<file path="src/design/crx_pkg.sv">
// Shared types, character constants and the character classifier for the
// range expander. No dependencies.
package crx_pkg;

    localparam int QUEUE_DEPTH = 2;

    localparam logic [7:0] CH_DASH  = 8'h2D;
    localparam logic [7:0] CH_LOW_A = 8'h61;
    localparam logic [7:0] CH_LOW_Z = 8'h7A;
    localparam logic [7:0] CH_UP_A  = 8'h41;
    localparam logic [7:0] CH_UP_Z  = 8'h5A;
    localparam logic [7:0] CH_DIG_0 = 8'h30;
    localparam logic [7:0] CH_DIG_9 = 8'h39;
    localparam logic [7:0] CH_NUL   = 8'h00;

    typedef enum logic [1:0] {
        CLS_NONE,
        CLS_LOWER,
        CLS_UPPER,
        CLS_DIGIT
    } t_class;

    // One command handed from the front to the back: the results that one
    // input beat causes, in emission order dash, range, character, terminator.
    typedef struct packed {
        logic       do_dash;
        logic       do_range;
        logic       down;
        logic [7:0] start;
        logic [7:0] stop;
        logic       do_char;
        logic [7:0] chr;
        logic       do_term;
    } t_cmd;

    function automatic t_class char_class(input logic [7:0] c);
        t_class k;
        if (c >= CH_LOW_A && c <= CH_LOW_Z) begin
            k = CLS_LOWER;
        end else if (c >= CH_UP_A && c <= CH_UP_Z) begin
            k = CLS_UPPER;
        end else if (c >= CH_DIG_0 && c <= CH_DIG_9) begin
            k = CLS_DIGIT;
        end else begin
            k = CLS_NONE;
        end
        return k;
    endfunction

endpackage

</file>
<file path="src/design/crx_front.sv">
// Front end: accepts input beats, holds the dash lookahead state and turns
// each beat into at most one command. Depends on crx_pkg.
module crx_front
    import crx_pkg::*;
(
    input  logic       i_clk,
    input  logic       i_rst_n,
    input  logic       i_valid,
    output logic       o_ready,
    input  logic [7:0] i_in_char,
    input  logic       i_in_last,
    output logic       o_push,
    output t_cmd       o_cmd,
    input  logic       i_q_ready
);

    logic [7:0] r_prev;
    logic       r_have_prev;
    logic       r_dash_pending;
    logic [7:0] n_prev;
    logic       n_have_prev;
    logic       n_dash_pending;

    logic   accept;
    logic   match;
    logic   have_prev_mid;
    logic   hold;
    t_class k_prev;
    t_class k_char;
    t_cmd   cmd;

    assign o_ready = i_q_ready;
    assign accept  = i_valid && i_q_ready;

    always_comb begin
        k_prev = char_class(r_prev);
        k_char = char_class(i_in_char);
        match  = r_dash_pending && r_have_prev && (k_prev != CLS_NONE) && (k_prev == k_char);
        // Once a held dash is resolved, something always precedes the new character.
        have_prev_mid = r_have_prev || r_dash_pending;
        hold = !match && (i_in_char == CH_DASH) && !i_in_last && have_prev_mid;

        cmd.do_dash  = r_dash_pending && !match;
        cmd.do_range = match && (r_prev != i_in_char);
        cmd.down     = r_prev > i_in_char;
        cmd.start    = (r_prev > i_in_char) ? r_prev - 8'd1 : r_prev + 8'd1;
        cmd.stop     = i_in_char;
        cmd.do_char  = !match && !hold;
        cmd.chr      = i_in_char;
        cmd.do_term  = i_in_last;

        n_prev         = r_prev;
        n_have_prev    = r_have_prev;
        n_dash_pending = r_dash_pending;
        if (accept) begin
            if (i_in_last) begin
                n_prev         = CH_NUL;
                n_have_prev    = 1'b0;
                n_dash_pending = 1'b0;
            end else begin
                n_dash_pending = hold;
                n_have_prev    = have_prev_mid || cmd.do_char;
                if (match || cmd.do_char) begin
                    n_prev = i_in_char;
                end else if (cmd.do_dash) begin
                    n_prev = CH_DASH;
                end
            end
        end
    end

    assign o_cmd  = cmd;
    assign o_push = accept && (cmd.do_dash || cmd.do_range || cmd.do_char || cmd.do_term);

    always_ff @(posedge i_clk) begin
        if (!i_rst_n) begin
            r_prev         <= CH_NUL;
            r_have_prev    <= 1'b0;
            r_dash_pending <= 1'b0;
        end else begin
            r_prev         <= n_prev;
            r_have_prev    <= n_have_prev;
            r_dash_pending <= n_dash_pending;
        end
    end

endmodule

</file>
<file path="src/design/crx_queue.sv">
// Short command queue between the front and the back end.
// Depends on crx_pkg for the command type.
module crx_queue
    import crx_pkg::*;
#(
    parameter int P_DEPTH = QUEUE_DEPTH
) (
    input  logic i_clk,
    input  logic i_rst_n,
    input  logic i_push,
    input  t_cmd i_cmd,
    output logic o_ready,
    input  logic i_pop,
    output logic o_valid,
    output t_cmd o_cmd
);

    localparam int PW = (P_DEPTH > 1) ? $clog2(P_DEPTH) : 1;
    localparam int CW = $clog2(P_DEPTH + 1);
    localparam logic [PW-1:0] LAST_PTR = PW'(P_DEPTH - 1);
    localparam logic [CW-1:0] FULL_CNT = CW'(P_DEPTH);

    t_cmd          r_slots [P_DEPTH];
    logic [PW-1:0] r_wptr;
    logic [PW-1:0] r_rptr;
    logic [CW-1:0] r_count;
    logic [PW-1:0] n_wptr;
    logic [PW-1:0] n_rptr;
    logic [CW-1:0] n_count;

    logic do_push;
    logic do_pop;

    assign o_ready = r_count != FULL_CNT;
    assign o_valid = r_count != '0;
    assign o_cmd   = r_slots[r_rptr];
    assign do_push = i_push && o_ready;
    assign do_pop  = i_pop && o_valid;

    always_comb begin
        n_wptr  = r_wptr;
        n_rptr  = r_rptr;
        n_count = r_count;
        if (do_push) begin
            n_wptr = (r_wptr == LAST_PTR) ? '0 : r_wptr + PW'(1);
        end
        if (do_pop) begin
            n_rptr = (r_rptr == LAST_PTR) ? '0 : r_rptr + PW'(1);
        end
        if (do_push && !do_pop) begin
            n_count = r_count + CW'(1);
        end else if (do_pop && !do_push) begin
            n_count = r_count - CW'(1);
        end
    end

    always_ff @(posedge i_clk) begin
        if (do_push) begin
            r_slots[r_wptr] <= i_cmd;
        end
    end

    always_ff @(posedge i_clk) begin
        if (!i_rst_n) begin
            r_wptr  <= '0;
            r_rptr  <= '0;
            r_count <= '0;
        end else begin
            r_wptr  <= n_wptr;
            r_rptr  <= n_rptr;
            r_count <= n_count;
        end
    end

endmodule

</file>
<file path="src/design/crx_back.sv">
// Back end: takes one command at a time from the queue and emits its results, one per
// cycle unless the output stalls, through an output register. Depends on crx_pkg.
module crx_back
    import crx_pkg::*;
(
    input  logic       i_clk,
    input  logic       i_rst_n,
    input  logic       i_q_valid,
    input  t_cmd       i_cmd,
    output logic       o_pop,
    output logic       o_valid,
    input  logic       i_ready,
    output logic [7:0] o_out_char,
    output logic       o_end_of_string,
    output logic       o_run_last
);

    logic       r_busy;
    logic       r_do_dash;
    logic       r_do_range;
    logic       r_do_char;
    logic       r_do_term;
    logic       r_down;
    logic [7:0] r_cur;
    logic [7:0] r_stop;
    logic [7:0] r_chr;
    logic       r_ov;
    logic [7:0] r_oc;
    logic       r_oeos;
    logic       r_olast;

    logic       n_busy;
    logic       n_do_dash;
    logic       n_do_range;
    logic       n_do_char;
    logic       n_do_term;
    logic       n_down;
    logic [7:0] n_cur;
    logic [7:0] n_stop;
    logic [7:0] n_chr;
    logic       n_ov;
    logic [7:0] n_oc;
    logic       n_oeos;
    logic       n_olast;

    logic load;
    logic emit;

    assign load  = !r_busy && i_q_valid;
    assign emit  = r_busy && (!r_ov || i_ready);
    assign o_pop = load;

    always_comb begin
        n_busy     = r_busy;
        n_do_dash  = r_do_dash;
        n_do_range = r_do_range;
        n_do_char  = r_do_char;
        n_do_term  = r_do_term;
        n_down     = r_down;
        n_cur      = r_cur;
        n_stop     = r_stop;
        n_chr      = r_chr;
        n_ov       = r_ov && !i_ready;
        n_oc       = r_oc;
        n_oeos     = r_oeos;
        n_olast    = r_olast;

        if (load) begin
            n_busy     = 1'b1;
            n_do_dash  = i_cmd.do_dash;
            n_do_range = i_cmd.do_range;
            n_do_char  = i_cmd.do_char;
            n_do_term  = i_cmd.do_term;
            n_down     = i_cmd.down;
            n_cur      = i_cmd.start;
            n_stop     = i_cmd.stop;
            n_chr      = i_cmd.chr;
        end else if (emit) begin
            n_ov   = 1'b1;
            n_oeos = 1'b0;
            // Priority follows emission order; the remaining flags decide run_last.
            if (r_do_dash) begin
                n_oc      = CH_DASH;
                n_do_dash = 1'b0;
                n_busy    = r_do_range || r_do_char || r_do_term;
            end else if (r_do_range) begin
                n_oc = r_cur;
                if (r_cur == r_stop) begin
                    n_do_range = 1'b0;
                    n_busy     = r_do_char || r_do_term;
                end else begin
                    n_cur  = r_down ? r_cur - 8'd1 : r_cur + 8'd1;
                    n_busy = 1'b1;
                end
            end else if (r_do_char) begin
                n_oc      = r_chr;
                n_do_char = 1'b0;
                n_busy    = r_do_term;
            end else begin
                n_oc      = CH_NUL;
                n_oeos    = 1'b1;
                n_do_term = 1'b0;
                n_busy    = 1'b0;
            end
            n_olast = !n_busy;
        end
    end

    always_ff @(posedge i_clk) begin
        if (!i_rst_n) begin
            r_busy     <= 1'b0;
            r_ov       <= 1'b0;
            r_do_dash  <= 1'b0;
            r_do_range <= 1'b0;
            r_do_char  <= 1'b0;
            r_do_term  <= 1'b0;
        end else begin
            r_busy     <= n_busy;
            r_ov       <= n_ov;
            r_do_dash  <= n_do_dash;
            r_do_range <= n_do_range;
            r_do_char  <= n_do_char;
            r_do_term  <= n_do_term;
        end
    end

    always_ff @(posedge i_clk) begin
        r_down  <= n_down;
        r_cur   <= n_cur;
        r_stop  <= n_stop;
        r_chr   <= n_chr;
        r_oc    <= n_oc;
        r_oeos  <= n_oeos;
        r_olast <= n_olast;
    end

    assign o_valid         = r_ov;
    assign o_out_char      = r_oc;
    assign o_end_of_string = r_oeos;
    assign o_run_last      = r_olast;

endmodule

</file>
<file path="src/design/char_range_expander.sv">
// Channel  | handshake           | payload
// ---------+---------------------+--------------------------------------------
// input    | i_valid / o_ready   | i_in_char[7:0], i_in_last
// output   | o_valid / i_ready   | o_out_char[7:0], o_end_of_string, o_run_last
//
// Top level of the shorthand range expander: front end, command queue and back
// end. Depends on crx_pkg, crx_front, crx_queue and crx_back.
// The front end takes one input beat per cycle while the queue has room.
// The back end loads a command, then emits its results one per cycle while the
// output is not stalled, and loads no new command until it has emitted all of them.
// Reset is synchronous and clears the lookahead state, the queue and the
// output valid flag. Either side may stall without losing beats.
module char_range_expander
    import crx_pkg::*;
#(
    parameter int P_QUEUE_DEPTH = QUEUE_DEPTH
) (
    input  logic       i_clk,
    input  logic       i_rst_n,
    input  logic       i_valid,
    output logic       o_ready,
    input  logic [7:0] i_in_char,
    input  logic       i_in_last,
    output logic       o_valid,
    input  logic       i_ready,
    output logic [7:0] o_out_char,
    output logic       o_end_of_string,
    output logic       o_run_last
);

    logic push;
    logic q_ready;
    logic q_valid;
    logic pop;
    t_cmd f_cmd;
    t_cmd q_cmd;

    crx_front u_front (
        .i_clk     (i_clk),
        .i_rst_n   (i_rst_n),
        .i_valid   (i_valid),
        .o_ready   (o_ready),
        .i_in_char (i_in_char),
        .i_in_last (i_in_last),
        .o_push    (push),
        .o_cmd     (f_cmd),
        .i_q_ready (q_ready)
    );

    crx_queue #(
        .P_DEPTH (P_QUEUE_DEPTH)
    ) u_queue (
        .i_clk   (i_clk),
        .i_rst_n (i_rst_n),
        .i_push  (push),
        .i_cmd   (f_cmd),
        .o_ready (q_ready),
        .i_pop   (pop),
        .o_valid (q_valid),
        .o_cmd   (q_cmd)
    );

    crx_back u_back (
        .i_clk           (i_clk),
        .i_rst_n         (i_rst_n),
        .i_q_valid       (q_valid),
        .i_cmd           (q_cmd),
        .o_pop           (pop),
        .o_valid         (o_valid),
        .i_ready         (i_ready),
        .o_out_char      (o_out_char),
        .o_end_of_string (o_end_of_string),
        .o_run_last      (o_run_last)
    );

endmodule

</file>
<file path="config.mk">
export PLATFORM = sky130hd
export DESIGN_NAME = char_range_expander
export DESIGN_NICKNAME = d
export VERILOG_FILES = /design/src/design/crx_pkg.sv /design/src/design/crx_front.sv /design/src/design/crx_queue.sv /design/src/design/crx_back.sv /design/src/design/char_range_expander.sv
export SDC_FILE = /design/constraint.sdc
export NUM_CORES = 1
export LEC_CHECK = 0
export BUFFER_PORTS_ARGS = -buffer_cell sky130_fd_sc_hd__buf_2
export CAP_MARGIN = 20
export CORE_ASPECT_RATIO = 0.75
export CORE_MARGIN = 2
export CORE_UTILIZATION = 40
export CTS_BUF_LIST = sky130_fd_sc_hd__clkbuf_8 sky130_fd_sc_hd__clkbuf_16
export CTS_CLUSTER_DIAMETER = 60
export CTS_CLUSTER_SIZE = 14
export DETAILED_ROUTE_END_ITERATION = 8
export GPL_TIMING_DRIVEN = 1
export HOLD_SLACK_MARGIN = 0.03
export PLACE_DENSITY = 0.55
export SYNTH_ARGS = -nofsm -noshare
export SYNTH_HDL_FRONTEND = slang
export SYNTH_SLANG_ARGS = --single-unit
</file>
<file path="constraint.sdc">
create_clock -name i_clk -period 3.2 [get_ports i_clk]
set_input_delay 0.48 -clock i_clk [delete_from_list [all_inputs] [get_ports i_clk]]
set_output_delay 0.48 -clock i_clk [all_outputs]
set_load 0.01 [all_outputs]
</file>
==> impl_metrics.yaml <==
min_path:
  min_path_type: "primary input to flop"
  worstHoldStart: "i_ready"
  hold_path_end: "u_back.o_valid"
  min_path_cells: 3
setup_path:
  critical_path_buf_inv_count: 2
  r2r_cells: 14
  worstPathCellList: "inv_1 -> ha_1 -> nand4_1 -> or2_1 -> o21ai_0 -> a21o_1 -> inv_1 -> ha_1 -> a21o_1 -> a21oi_1 -> nand2b_1 -> a21oi_1 -> o41ai_1 -> xnor2_1"
  cpPeakStageDelay_ns: 0.41
  cp_top_family: "compound AO/OA/AOI/OAI gates"
  critPathCaptureType: "flop"
  criticalPathCategory: "flop to flop"
  cp_max_fo: 5
  timing.rr.start: "u_front.r_prev[0]"
  worstPathArrival_ns: 3.03
  start_kind: "flop"
  r2r-end: "u_queue.r_slots[0][25]"
  required_ns: 3.27
  cp_slowest_cell: "dfxtp_1"
  reg2reg_slack_ns: 0.24
power:
  seq_power_share_pct: 42.9
  powerDensity_nw_per_um2: 888
  combPwrFrac_pct: 34.2
  p_sw_share_pct: 34.2
  ir_drop_mv: 0.291
  clockPowerShare_pct: 22.9
  p_leak_nw: 1.96
  power.switching_mw: 1.58
  p_int_mw: 3.03
  power_mw: 4.61
final_layout:
  area.growth.synth_to_final_pct: 16.3
  final_area_um2: 5190
  mostFrequentLayoutCells: "edfxtp_1 (69), nor2_1 (38), inv_1 (25), a21oi_1 (25), buf_2 (24)"
  n_antenna_cell: 0
  stdcell_count: 575
  n_fill_cell: 1021
  utilization_pct: 47.6
  final_common_cell: "edfxtp_1"
  layout-drive-gt1-share_pct: 19.5
  fin_nets: 466
sta:
  period_minus_slack_ns: 2.96
  hold_violations: 0
  fmax_mhz: 338
  layout_setup_ws_ns: 0.237
  slew_violations: 0
  rsz0062_at_grt: "no"
  fin_crit_sh_pct: 92.6
  slew_headroom_pct: 51.3
  holdWs_ns: 0.473
  fin_skew_ns: 0.00563
  tightest_slew_ns: 0.730
  finalSetupTns_ns: 0
  setup_violations: 0
place:
  place_inst: 559
  port-buffer-count: 24
  dp_hpwl_um: 6410
  pre_cts_ws_ns: 0.0312
  place_area_um2: 4880
  gp_congestion: 0.834
route:
  route.final.wire_length_um: 8670
  via_per_inst: 5.23
  vias: 3007
  final_antenna_net_count: 0
  drc: 0
  firstDrtPassIters: 5
  detail_route.wl_per_cell_um: 15.1
  drtIter0Drc: 204
synthesis:
  synth_top_area_share_pct: 46.5
  postSynthCellCount: 386
  ys_types: 52
  synthMuxAreaShare_pct: 4.12
  synth_area_leaders: "edfxtp_1 (46%), dfxtp_1 (9.4%), ha_1 (5.9%), nor2_1 (3.2%), a21oi_1 (2.9%)"
  ys_warn_count: 0
  yosys.area_share.simple_pct: 12.4
  synth_top_family_by_area: "compound AO/OA/AOI/OAI gates"
  async_flop_share_pct: 0
  syn_area_um2: 4460
  avgSynthCellArea_um2: 11.6
  synth_edf_count: 69
  synth_compound_area_share_pct: 13.2
  synthFlopType: "edfxtp_1"
  yosys_register_bits: 90
  yosys.area_share.adder_pct: 6.79
  yosysSeqAreaShare_pct: 55.9
  synthesis.nets: 422
  synth_xor_area_share_pct: 4.52
  yosys.area.top_type: "edfxtp_1"
grt:
  grt-ovfl-total: 0
  grt_pass1_wl_um: 13700
  grt_usage_pct: 14.8
  grt_pass1_vias: 2685
  antenna_found_initial: 0
  grt_max_degree: 23
clock_network:
  cts_hold_buf: 0
  htree_levels: 3
  path_clk_slew_ns: 0.06
  cts_sinks: 90
  cts_setup_buffers: 0
  clockBufferDepth: 2
  ctsResizeCount: 0
  root_buffer: "clkbuf_16"
  cts_tree: "built"
  cts_inserted_buffers: 9
  clkLatencyLatePin_ns: 0.33
status:
  status: "complete, no violations"
die:
  die_height_um: 95.4
  die_area_um2: 12000
  start_util_pct: 40.9
  fp-row-count: 33
  coreArea_um2: 10900
  num_io_pins: 25
  die_w_um: 126
job:
  maxCapViolations: 0
## cell usage after synthesis (6+ instances only)
library cell,instances
a22oi_1,8
xnor2_1,11
xor2_1,12
o21ai_0,13
nand2_1,16
nand3_1,8
dfxtp_1,21
nor3_1,10
a21oi_1,26
nor2b_1,9
nor2_1,38
inv_1,24
clkbuf_1,10
mux2_2,11
ha_1,21
a211oi_1,6
mux2i_1,6
edfxtp_1,69
## cells by family (layout without fill, tap and decap cells)
| group | count (synthesis) | in the layout |
|---|---|---|
| simple gates | 110 | 110 |
| flops | 90 | 90 |
| compound gates | 87 | 87 |
| buf+inv | 36 | 85 |
| fa+ha+maj | 23 | 23 |
| xor+xnor | 23 | 23 |
| mux | 17 | 17 |
## power by group through the flow
stage / registers, mW / clock network (mW) / logic (mW)
floorplan: 1.92 / 0 / 1.20
global placement: 1.99 / 0 / 1.54
detailed placement: 2.00 / 0 / 1.57
CTS: 1.98 / 1.08 / 1.59
global route: 2.02 / 1.13 / 1.77
finish: 1.98 / 1.06 / 1.57
## routing by layer
layer	GRT usage [%]	part of all wire, %
met5	0	0
met3	3.82	3.6
met2	22.0	43
met4	5.04	1.2
met1	21.2	52
## how the worst max path moves through the flow
stage	start	to	slack, ns	cells past startpoint
4_1_cts	u_front.r_prev[1]	u_queue.r_slots[1][25]	0.23	13
2_1_floorplan	i_in_char[7]	u_queue.r_slots[0][25]	0.15	14
3_3_place_gp	i_in_char[5]	u_queue.r_slots[0][24]	0.04	15
3_5_place_dp	i_in_char[5]	u_queue.r_slots[0][24]	0.03	15
5_1_grt	u_front.r_prev[0]	u_queue.r_slots[1][25]	0.008	14
6_report	u_front.r_prev[0]	u_queue.r_slots[0][25]	0.24	14
## worst reg2reg max path, delay by kind of cell (launching register included)
family                   cells  cell delay [ns]
AO/OA/AOI/OAI                6             0.95
XOR/XNOR                     1             0.14
buffers and inverters        2             0.21
AND/OR/NAND/NOR              3             0.42
adder cells (fa/ha/maj)      2             0.58
flip-flops                   1             0.41
## state kept, by name, indices dropped and copies added, names as in the netlist, named ones only
| name | count |
|---|---|
| u_queue.r_slots | 42 |
| u_back.o_out_char | 8 |
| u_back.r_chr | 8 |
| u_back.r_cur | 8 |
| u_front.r_prev | 8 |
| u_queue.r_count | 2 |
| u_back.o_end_of_string | 1 |
| u_back.o_run_last | 1 |
| u_back.o_valid | 1 |
| u_back.r_busy | 1 |
| u_back.r_do_char | 1 |
| u_back.r_do_dash | 1 |
| u_back.r_do_range | 1 |
| u_back.r_do_term | 1 |
| u_back.r_down | 1 |
| u_front.r_dash_pending | 1 |
| u_front.r_have_prev | 1 |
| u_queue.r_rptr | 1 |
| u_queue.r_wptr | 1 |
## cell type report
| class | instances | area (µm²) | area share (%) |
|---|---|---|---|
| timing repair buffer | 44 | 283 | 5.45 |
| multi-input combinational | 260 | 1840 | 35.5 |
| clock buffer | 9 | 225 | 4.34 |
| tap | 140 | 175 | 3.38 |
| clock inverter | 7 | 75.1 | 1.45 |
| inverter | 25 | 93.8 | 1.81 |
| sequential | 90 | 2490 | 48.1 |
Power figures use the tool's default switching activity.
